==> src/rtl/core/refbuf_pkg.sv <==
// ----------------------------------------------------------------------------
// refbuf_pkg
// Shared sizes, status codes and types of the reference-counted allocator.
// ----------------------------------------------------------------------------
package refbuf_pkg;

   localparam int CAPACITY = 256;
   localparam int IDX_W    = $clog2(CAPACITY);
   localparam int DEPTH_W  = $clog2(CAPACITY + 1);

   localparam int FIELD_W  = 8;
   localparam int USED_W   = 9;

   typedef enum logic {
      FUNC_ALLOC   = 1'b0,
      FUNC_RELEASE = 1'b1
   } func_type;

   typedef enum logic [1:0] {
      ST_OK          = 2'd0,
      ST_BAD_RELEASE = 2'd1,
      ST_EXHAUSTED   = 2'd2
   } status_type;

   typedef enum logic [1:0] {
      S_IDLE = 2'b01,
      S_EXEC = 2'b10
   } state_type;

   typedef struct packed {
      logic               en;
      logic [IDX_W-1:0]   addr;
      logic [FIELD_W-1:0] data;
   } mem_wr_type;

endpackage

==> src/rtl/core/refbuf_if.sv <==
// ----------------------------------------------------------------------------
// refbuf_req_if / refbuf_rsp_if
// Valid/ready channels for allocator requests and results.
// ----------------------------------------------------------------------------
interface refbuf_req_if;
   logic       valid;
   logic       ready;
   logic       func;
   logic [7:0] consumer_count;
   logic [7:0] release_index;

   modport source (output valid, output func, output consumer_count,
                   output release_index, input ready);
   modport sink   (input valid, input func, input consumer_count,
                   input release_index, output ready);
endinterface

interface refbuf_rsp_if;
   logic       valid;
   logic       ready;
   logic [7:0] granted_index;
   logic [1:0] status;
   logic [8:0] buffers_used;

   modport source (output valid, output granted_index, output status,
                   output buffers_used, input ready);
   modport sink   (input valid, input granted_index, input status,
                   input buffers_used, output ready);
endinterface

==> src/rtl/core/refbuf_store.sv <==
// ----------------------------------------------------------------------------
// refbuf_store
// Count memory and free-stack memory, one write and one registered read each.
// ----------------------------------------------------------------------------
module refbuf_store (
   input  logic                             clock,
   input  logic                             rd_en,
   input  logic [refbuf_pkg::IDX_W-1:0]     cnt_rd_addr,
   input  logic [refbuf_pkg::IDX_W-1:0]     stk_rd_addr,
   input  refbuf_pkg::mem_wr_type           cnt_wr,
   input  refbuf_pkg::mem_wr_type           stk_wr,
   output logic [refbuf_pkg::FIELD_W-1:0]   cnt_rd_data,
   output logic [refbuf_pkg::FIELD_W-1:0]   stk_rd_data
);
   import refbuf_pkg::*;

   logic [FIELD_W-1:0] cnt_mem [CAPACITY];
   logic [FIELD_W-1:0] stk_mem [CAPACITY];
   logic [FIELD_W-1:0] cnt_rd_ff;
   logic [FIELD_W-1:0] stk_rd_ff;

   always_ff @(posedge clock) begin
      if (cnt_wr.en) begin
         cnt_mem[cnt_wr.addr] <= cnt_wr.data;
      end
      if (rd_en) begin
         cnt_rd_ff <= cnt_mem[cnt_rd_addr];
      end
   end

   always_ff @(posedge clock) begin
      if (stk_wr.en) begin
         stk_mem[stk_wr.addr] <= stk_wr.data;
      end
      if (rd_en) begin
         stk_rd_ff <= stk_mem[stk_rd_addr];
      end
   end

   assign cnt_rd_data = cnt_rd_ff;
   assign stk_rd_data = stk_rd_ff;

endmodule

==> src/rtl/core/refcounted_buffer_allocator.sv <==
// ----------------------------------------------------------------------------
// refcounted_buffer_allocator
// Buffer allocator with per-buffer reference counts and a LIFO free stack.
// ----------------------------------------------------------------------------
//  channel    dir  handshake             payload
//  req_chan   in   valid/ready           func, consumer_count, release_index
//  rsp_chan   out  valid/ready           granted_index, status, buffers_used
//
//  Each request first reads the count and free-stack memories, then
//  modifies, writes back and loads the result register.
//  A new request is taken while a result waits; the modify cycle holds
//  while the result register is still full.
//  Reset clears the stack depth and fresh-index counter; counts at or above
//  the fresh index read as zero, so the memories need no clearing pass.
// ----------------------------------------------------------------------------
module refcounted_buffer_allocator (
   input  logic         clock,
   input  logic         reset,
   refbuf_req_if.sink   req_chan,
   refbuf_rsp_if.source rsp_chan
);
   import refbuf_pkg::*;

   state_type             state_ff, state_in;
   logic                  func_ff;
   logic [FIELD_W-1:0]    count_ff;
   logic [FIELD_W-1:0]    rel_ff;
   logic [DEPTH_W-1:0]    depth_ff, depth_in;
   logic [DEPTH_W-1:0]    fresh_ff, fresh_in;

   logic                  rsp_valid_ff, rsp_valid_in;
   logic [FIELD_W-1:0]    rsp_index_ff, rsp_index_in;
   status_type            rsp_status_ff, rsp_status_in;

   logic                  req_xfer;
   logic                  exec_go;
   logic [IDX_W-1:0]      stk_top_addr;
   logic [FIELD_W-1:0]    cnt_rd_data;
   logic [FIELD_W-1:0]    stk_rd_data;
   logic [FIELD_W-1:0]    cnt_cur;
   logic [FIELD_W-1:0]    cnt_dec;
   logic                  rel_filled;
   mem_wr_type            cnt_wr;
   mem_wr_type            stk_wr;

   assign req_chan.ready = (state_ff == S_IDLE);
   assign req_xfer       = req_chan.valid && req_chan.ready;
   assign exec_go        = (state_ff == S_EXEC) && (!rsp_valid_ff || rsp_chan.ready);
   assign stk_top_addr   = IDX_W'(depth_ff - DEPTH_W'(1));

   refbuf_store u_store (
      .clock       (clock),
      .rd_en       (req_xfer),
      .cnt_rd_addr (IDX_W'(req_chan.release_index)),
      .stk_rd_addr (stk_top_addr),
      .cnt_wr      (cnt_wr),
      .stk_wr      (stk_wr),
      .cnt_rd_data (cnt_rd_data),
      .stk_rd_data (stk_rd_data)
   );

   assign rel_filled = int'(rel_ff) < int'(fresh_ff);
   assign cnt_cur    = rel_filled ? cnt_rd_data : '0;
   assign cnt_dec    = cnt_cur - FIELD_W'(1);

   always_comb begin
      state_in      = state_ff;
      depth_in      = depth_ff;
      fresh_in      = fresh_ff;
      rsp_valid_in  = rsp_valid_ff && !rsp_chan.ready;
      rsp_index_in  = rsp_index_ff;
      rsp_status_in = rsp_status_ff;
      cnt_wr        = '0;
      stk_wr        = '0;

      unique case (state_ff)
         S_IDLE: begin
            if (req_xfer) begin
               state_in = S_EXEC;
            end
         end
         S_EXEC: begin
            if (exec_go) begin
               state_in      = S_IDLE;
               rsp_valid_in  = 1'b1;
               rsp_index_in  = '0;
               rsp_status_in = ST_OK;
               if (func_ff == FUNC_ALLOC) begin
                  // pop the free stack first, then take a fresh index
                  if (depth_ff != '0) begin
                     depth_in     = depth_ff - DEPTH_W'(1);
                     cnt_wr.en    = 1'b1;
                     cnt_wr.addr  = IDX_W'(stk_rd_data);
                     cnt_wr.data  = count_ff;
                     rsp_index_in = stk_rd_data;
                  end else if (int'(fresh_ff) < CAPACITY) begin
                     fresh_in     = fresh_ff + DEPTH_W'(1);
                     cnt_wr.en    = 1'b1;
                     cnt_wr.addr  = IDX_W'(fresh_ff);
                     cnt_wr.data  = count_ff;
                     rsp_index_in = FIELD_W'(fresh_ff);
                  end else begin
                     rsp_status_in = ST_EXHAUSTED;
                  end
               end else begin
                  if (!rel_filled || cnt_cur == '0) begin
                     rsp_status_in = ST_BAD_RELEASE;
                  end else begin
                     cnt_wr.en   = 1'b1;
                     cnt_wr.addr = IDX_W'(rel_ff);
                     cnt_wr.data = cnt_dec;
                     // push on last release
                     if (cnt_dec == '0 && int'(depth_ff) < CAPACITY) begin
                        stk_wr.en   = 1'b1;
                        stk_wr.addr = IDX_W'(depth_ff);
                        stk_wr.data = rel_ff;
                        depth_in    = depth_ff + DEPTH_W'(1);
                     end
                  end
               end
            end
         end
         default: begin
            state_in = S_IDLE;
         end
      endcase
   end

   always_ff @(posedge clock) begin
      if (reset) begin
         state_ff     <= S_IDLE;
         depth_ff     <= '0;
         fresh_ff     <= '0;
         rsp_valid_ff <= 1'b0;
      end else begin
         state_ff     <= state_in;
         depth_ff     <= depth_in;
         fresh_ff     <= fresh_in;
         rsp_valid_ff <= rsp_valid_in;
      end
   end

   always_ff @(posedge clock) begin
      if (req_xfer) begin
         func_ff  <= req_chan.func;
         count_ff <= req_chan.consumer_count;
         rel_ff   <= req_chan.release_index;
      end
      rsp_index_ff  <= rsp_index_in;
      rsp_status_ff <= rsp_status_in;
   end

   assign rsp_chan.valid         = rsp_valid_ff;
   assign rsp_chan.granted_index = rsp_index_ff;
   assign rsp_chan.status        = rsp_status_ff;
   assign rsp_chan.buffers_used  = USED_W'(fresh_ff);

endmodule

==> src/flat_wrapper.sv <==
// flat-port wrapper written by rule: the top's interface ports become plain ports
module refcounted_buffer_allocator_flat import refbuf_pkg::*;
  (clock, reset, req_chan_valid, req_chan_func, req_chan_consumer_count, req_chan_release_index, req_chan_ready, rsp_chan_valid, rsp_chan_granted_index, rsp_chan_status, rsp_chan_buffers_used, rsp_chan_ready);
  refbuf_req_if req_chan_i ();
  refbuf_rsp_if rsp_chan_i ();
  input  logic clock;
  input  logic reset;
  input wire logic [$bits(req_chan_i.valid)-1:0] req_chan_valid;
  input wire logic [$bits(req_chan_i.func)-1:0] req_chan_func;
  input wire logic [$bits(req_chan_i.consumer_count)-1:0] req_chan_consumer_count;
  input wire logic [$bits(req_chan_i.release_index)-1:0] req_chan_release_index;
  output wire logic [$bits(req_chan_i.ready)-1:0] req_chan_ready;
  output wire logic [$bits(rsp_chan_i.valid)-1:0] rsp_chan_valid;
  output wire logic [$bits(rsp_chan_i.granted_index)-1:0] rsp_chan_granted_index;
  output wire logic [$bits(rsp_chan_i.status)-1:0] rsp_chan_status;
  output wire logic [$bits(rsp_chan_i.buffers_used)-1:0] rsp_chan_buffers_used;
  input wire logic [$bits(rsp_chan_i.ready)-1:0] rsp_chan_ready;
  assign req_chan_i.valid = req_chan_valid;
  assign req_chan_i.func = req_chan_func;
  assign req_chan_i.consumer_count = req_chan_consumer_count;
  assign req_chan_i.release_index = req_chan_release_index;
  assign req_chan_ready = req_chan_i.ready;
  assign rsp_chan_valid = rsp_chan_i.valid;
  assign rsp_chan_granted_index = rsp_chan_i.granted_index;
  assign rsp_chan_status = rsp_chan_i.status;
  assign rsp_chan_buffers_used = rsp_chan_i.buffers_used;
  assign rsp_chan_i.ready = rsp_chan_ready;
  refcounted_buffer_allocator u_core (.clock(clock), .reset(reset), .req_chan(req_chan_i), .rsp_chan(rsp_chan_i));
endmodule
==> config.mk <==
export PLATFORM = sky130hd
export DESIGN_NAME = refcounted_buffer_allocator_flat
export DESIGN_NICKNAME = d
export VERILOG_FILES = /design/src/rtl/core/refbuf_pkg.sv /design/src/rtl/core/refbuf_if.sv /design/src/rtl/core/refbuf_store.sv /design/src/rtl/core/refcounted_buffer_allocator.sv /design/src/flat_wrapper.sv
export SDC_FILE = /design/constraint.sdc
export NUM_CORES = 2
export LEC_CHECK = 0
export ABC_AREA = 0
export BUFFER_PORTS_ARGS = -buffer_cell sky130_fd_sc_hd__buf_2
export CAP_MARGIN = 15
export CELL_PAD_IN_SITES_DETAIL_PLACEMENT = 1
export CELL_PAD_IN_SITES_GLOBAL_PLACEMENT = 1
export CORE_MARGIN = 2
export CORE_UTILIZATION = 44
export CTS_CLUSTER_DIAMETER = 50
export DETAILED_ROUTE_END_ITERATION = 6
export PLACE_DENSITY = 0.61
export SLEW_MARGIN = 15
export SYNTH_ARGS = -nofsm -noshare
export SYNTH_HDL_FRONTEND = slang
export SYNTH_SLANG_ARGS = --single-unit
==> constraint.sdc <==
create_clock -name clock -period 28.7 [get_ports clock]
set_input_delay 2.87 -clock clock [delete_from_list [all_inputs] [get_ports clock]]
set_output_delay 2.87 -clock clock [all_outputs]
set_load 0.02 [all_outputs]
* After elaboration in Yosys (flattened, before gate mapping) *
Memories as Yosys holds them, arrays and structs flattened. A register that Yosys moved wholly into a read port is not among the register bits.
Index checks and enable logic that the tools add are counted.
Widths: inputs -> output; s select.

word-level totals
  flip-flop bits (word level) = 48
  bits in writable memories = 4096
  input port bits = 21
  output and inout bits = 21
  word-level logic and storage cells = 74
  memories = 2

memory list
  memory                  words  width  read ports  clocked after memory_dff  wr ports  line                RTL
  u_core.u_store.cnt_mem  256    8      1           1                         1         refbuf_store.sv:17  logic [FIELD_W-1:0] cnt_mem [CAPACITY];
  u_core.u_store.stk_mem  256    8      1           1                         1         refbuf_store.sv:18  logic [FIELD_W-1:0] stk_mem [CAPACITY];

operators by class
  add/sub/neg operators = 4
  magnitude comparators = 3
  equality and inequality tests = 6
  muxes and demuxes = 31
  bitwise operators = 2
  reduce and logical (&&, ||, !) cells = 17

operators by type and width
  kind                 number
  $mux 17              11
  $mux 9               4
  $mux 8               3
  $add 9x1->9 const B  2
  $lt 9x9->1 const B   2
  $logic_not 8->1      2
  $mux 2               5
  $reduce_and 5->1     2
  $lt 8x9->1           1
  $reduce_bool 9->1    1
  $sub 9x1->9 const B  1
  $sub 8x1->8 const B  1
  $mux 1               7
  $ne 2x2->1 const B   3
  $logic_and 1x1->1    4
  $pmux 2 s2           1
  $reduce_and 2->1     2
  $logic_not 1->1      3
  $eq 2x1->1 const B   1
  $eq 2x2->1 const B   1
  $logic_or 1x1->1     2
  $ne 2x1->1 const B   1
  $not 1->1            2
  $reduce_bool 2->1    1

* Depth between registers and ports, before layout *
  depth after elaboration = 12
  depth in mapped cells = 21
  gate-level depth less buffers = 16

* By module *
From an unflattened synthesis, not the netlist that was laid out.

second synthesis, totals
  cell total of the unflattened synthesis = 7914
  area total of the unflattened synthesis = 162941.3 µm²

by module, submodules not included
  module                       instances  cells an instance  area each (µm²)  seq. area each (µm²)
  refbuf_store                 1          7601               159952.2         123478.4
  refcounted_buffer_allocator  1          313                2989.1           1231.2

* Least setup slack after synthesis *
No wires, ideal clock.

  kind = input-to-reg
  start = input port rsp_chan_ready
  end = memory u_core.u_store.cnt_mem[0][3] (data pin)
  setup time = 2.427 ns
  arrival time = 14.619 ns
  required time = 26.273 ns
  setup slack = 11.654 ns
  stages = 6
  buffers on the path = 2
  cell sequence = nand2b_1 nand2_1 clkbuf_1 or3_1 buf_2 a311oi_1

RTL lines
  element      line                RTL
  from (decl)  flat_wrapper.sv:17  input wire logic [$bits(rsp_chan_i.ready)-1:0] rsp_chan_ready;
  to (decl)    refbuf_store.sv:17

==> flow_metrics.py <==
metrics = {
    "floorplan": {
        "die_area_um2": 370000,
        "fp.dieH_um": 608,
        "io_pins": 42,
        "die_w_um": 608,
        "initial_utilization_pct": 44.3,
        "rows": 221,
        "coreArea_um2": 363000,
    },
    "sta": {
        "report.final.hold_viol_count": 0,
        "finalCriticalPeriod_ps": 7550,
        "tns_ps": 0,
        "worstMarginPinSlew_ps": 1220,
        "rsz0062_at_grt": "false",
        "fin_skew_ps": 48.2,
        "fin_crit_sh_pct": 26.3,
        "relSlewSlack_pct": 18.2,
        "setup_viol": 0,
        "max_freq_mhz": 132,
        "final_max_slew_viol_count": 0,
        "setup_ws_ps": 21150,
    },
    "grt": {
        "grt_overflow_total": 0,
        "grt_util_all_layers_pct": 21.8,
        "antenna_found_initial": 25,
        "grt_pass1_vias": 77822,
        "grt_max_degree": 225,
        "grt_pass1_wl_um": 585000,
    },
    "synth": {
        "async_reset_ff_share_pct": 0,
        "synth_cell_types": 63,
        "ys_seq_area_share_pct": 77.6,
        "syn_inst": 6930,
        "synthTopCellsByCount": "edfxtp_1, mux4_2, nor2_1, clkbuf_1, buf_2",
        "synth-edff-count": 4139,
        "synth_warnings": 0,
        "synth_area_leaders": "edfxtp_1, mux4_2, nor2_1",
        "syn_area_um2": 161000,
        "synth.avg_cell_area_um2": 23.2,
        "yosysTopAreaCellShare_pct": 77.3,
        "synth_top_cell_by_area": "edfxtp_1",
        "synthFlopType": "edfxtp_1",
        "syn-num-nets": 6964,
        "yosysMostFrequentCell": "edfxtp_1",
        "synth_seq_cells": 4160,
    },
    "clock_tree": {
        "cts_hold_buffers": 0,
        "cts_tree": "yes",
        "cts_resized": 0,
        "cts_max_level": 5,
        "clkSinkCount": 4160,
        "clk_latency_ps": 970,
        "numCtsBuffers": 455,
        "postCtsSetupBuffers": 0,
        "path_clk_slew_ps": 60,
        "clk_path_buf_depth": 4,
        "clock-root-buffer": "clkbuf_16",
    },
    "setup_path": {
        "cp-end-kind": "flop",
        "cp.required_ps": 29380,
        "cp_num_buf_inv": 4,
        "crit_path_cell_trace": "buf_8, buf_4, buf_4, buf_4, mux4_2, mux4_2, a22oi_1, a21oi_1, or4_1",
        "setup.worst_path.class": "primary input to flop",
        "worstSetupStartpointType": "primary input",
        "cp_max_fo": 64,
        "cp_top_family": "buffers and inverters",
        "critPathMaxStageDelay_ps": 860,
        "critPathSlowestCell": "buf_4",
        "cpMostUsedCell": "buf_4",
        "cp.arrival_ps": 8230,
        "rrSetupSlack_ps": 21300,
    },
    "place": {
        "placed_cells": 11498,
        "place_congestion": 0.799,
        "numPortBuffers": 41,
        "dp_slack_ps": 19820,
        "post-dp-hpwl_um": 235000,
    },
    "worst_hold_path": {
        "hold_class": "flop to flop",
    },
    "power_and_ir_drop": {
        "p_clk_share_pct": 46.0,
        "p_sw_uw": 2590,
        "p_comb_share_pct": 2.1,
        "power_frac_seq_pct": 51.9,
        "p_total_uw": 12700,
        "power.internal_uw": 10100,
        "leakagePower_uw": 0.0475,
        "worst_ir_drop_vdd_uv": 48.8,
        "p_sw_share_pct": 20.4,
        "power_density_nw_per_um2": 69.9,
    },
    "routing": {
        "remaining_drc_errors": 0,
        "via_per_inst": 5.97,
        "firstDrtPassIters": 5,
        "finalWirelength_um": 405000,
        "drtAntennaViolNets": 0,
        "drt_iter0_markers": 7880,
        "dr_total_vias": 73813,
        "avgRoutedWirePerCell_um": 32.8,
    },
    "final_layout": {
        "area_growth_pct": 13.1,
        "nFillCells": 31263,
        "stdcell_count": 12356,
        "nets": 7200,
        "postLayoutCoreUtil_pct": 50.1,
        "drive_gt1_share_pct": 29.7,
    },
    "run": {
        "maxCapViolCount": 0,
    },
    "outcome": {
        "status": "completed",
    },
}
## through the flow
stage | hold WS (ps) | instance area (um^2)
2_1_floorplan | 483 | 161000
3_3_place_gp | 482 | 167000
6_report | 514 | 182000
5_1_grt | 545 | 182000
3_5_place_dp | 508 | 167000
4_1_cts | 517 | 182000
## power by group through the flow
stage	Combinational (uW)	Clock, uW	Sequential [uW]
final	266	5840	6600
after global routing	282	6150	6600
after CTS	270	5940	6600
after detailed placement	270	0	6730
after global placement	268	0	6730
after floorplan	178	0	6730
## tightest hold or removal path, cell delays in order (launching register included)
cell and delay, ps:
dfxtp_1 330, o21ai_0 80, a21oi_1 60
## cells by family (layout without fill, tap and decap cells)
logic type / Yosys count / after routing / synth area share, %
adder cells (fa/ha/maj): 13 / 13 / 0.101
buffers and inverters: 435 / 1062 / 1.12
AND/OR/NAND/NOR: 768 / 768 / 2.00
other: 0 / 5 / 0
flip-flops: 4160 / 4160 / 77.6
AO/OA/AOI/OAI: 245 / 245 / 1.11
multiplexers: 1287 / 1287 / 18.0
XOR/XNOR: 22 / 22 / 0.120
## sequential cells by signal, indices dropped and copies added (netlist names), 2 cells and up
name / cells
u_core.u_store.cnt_mem: 2048
u_core.u_store.stk_mem: 2048
u_core.depth_ff: 9
u_core.rsp_chan.buffers_used: 9
u_core.count_ff: 8
u_core.rel_ff: 8
u_core.rsp_chan.granted_index: 8
u_core.u_store.cnt_rd_data: 8
u_core.u_store.stk_rd_data: 8
u_core.rsp_chan.status: 2
u_core.state_ff: 2
## worst paths after layout
path | from | to | cells after the start
min reg2reg | u_core.rsp_chan.buffers_used[7] | u_core.rsp_chan.buffers_used[7] | 2
min | u_core.rsp_chan.buffers_used[7] | u_core.rsp_chan.buffers_used[7] | 2
max | req_chan_release_index[0] | u_core.u_store.cnt_rd_data[2] | 9
max reg2reg | u_core.rel_ff[6] | u_core.u_store.stk_mem[248][5] | 17
## cell type report
cell class                 count  area, um^2  share of cell area [%]
clock buffer                 532       11800                    6.48
timing repair buffer         195        1550                   0.850
tap                         4794        6000                    3.30
sequential                  4160      125000                    68.6
antenna                        5        12.5                 0.00688
multi-input combinational   2335       34500                    19.0
inverter                      19        71.3                  0.0392
clock inverter               316        3240                    1.78
## placed cells by master (no fill, tap or decap), drive strengths merged, types with 16 or more instances in the layout
master       n
mux4      1280
clkbuf     532
a21oi       58
edfxtp    4139
buf        195
clkinvlp    36
bufinv      51
dfxtp       21
a22o        16
nor3        19
clkinv     204
nor2       561
xnor2       16
a22oi      104
nand2b      17
a221oi      16
inv         44
nand2       92
## routing by layer
metal | routed length, um | global-route usage (%) | up-vias
li1 | - | - | 30057
met3 | 24500 | 3.15 | 567
met1 | 171000 | 31.5 | 40642
met2 | 197000 | 35.1 | 2543
met5 | 22 | 0 | -
met4 | 12000 | 6.01 | 4
Power figures use the tool's default switching activity.
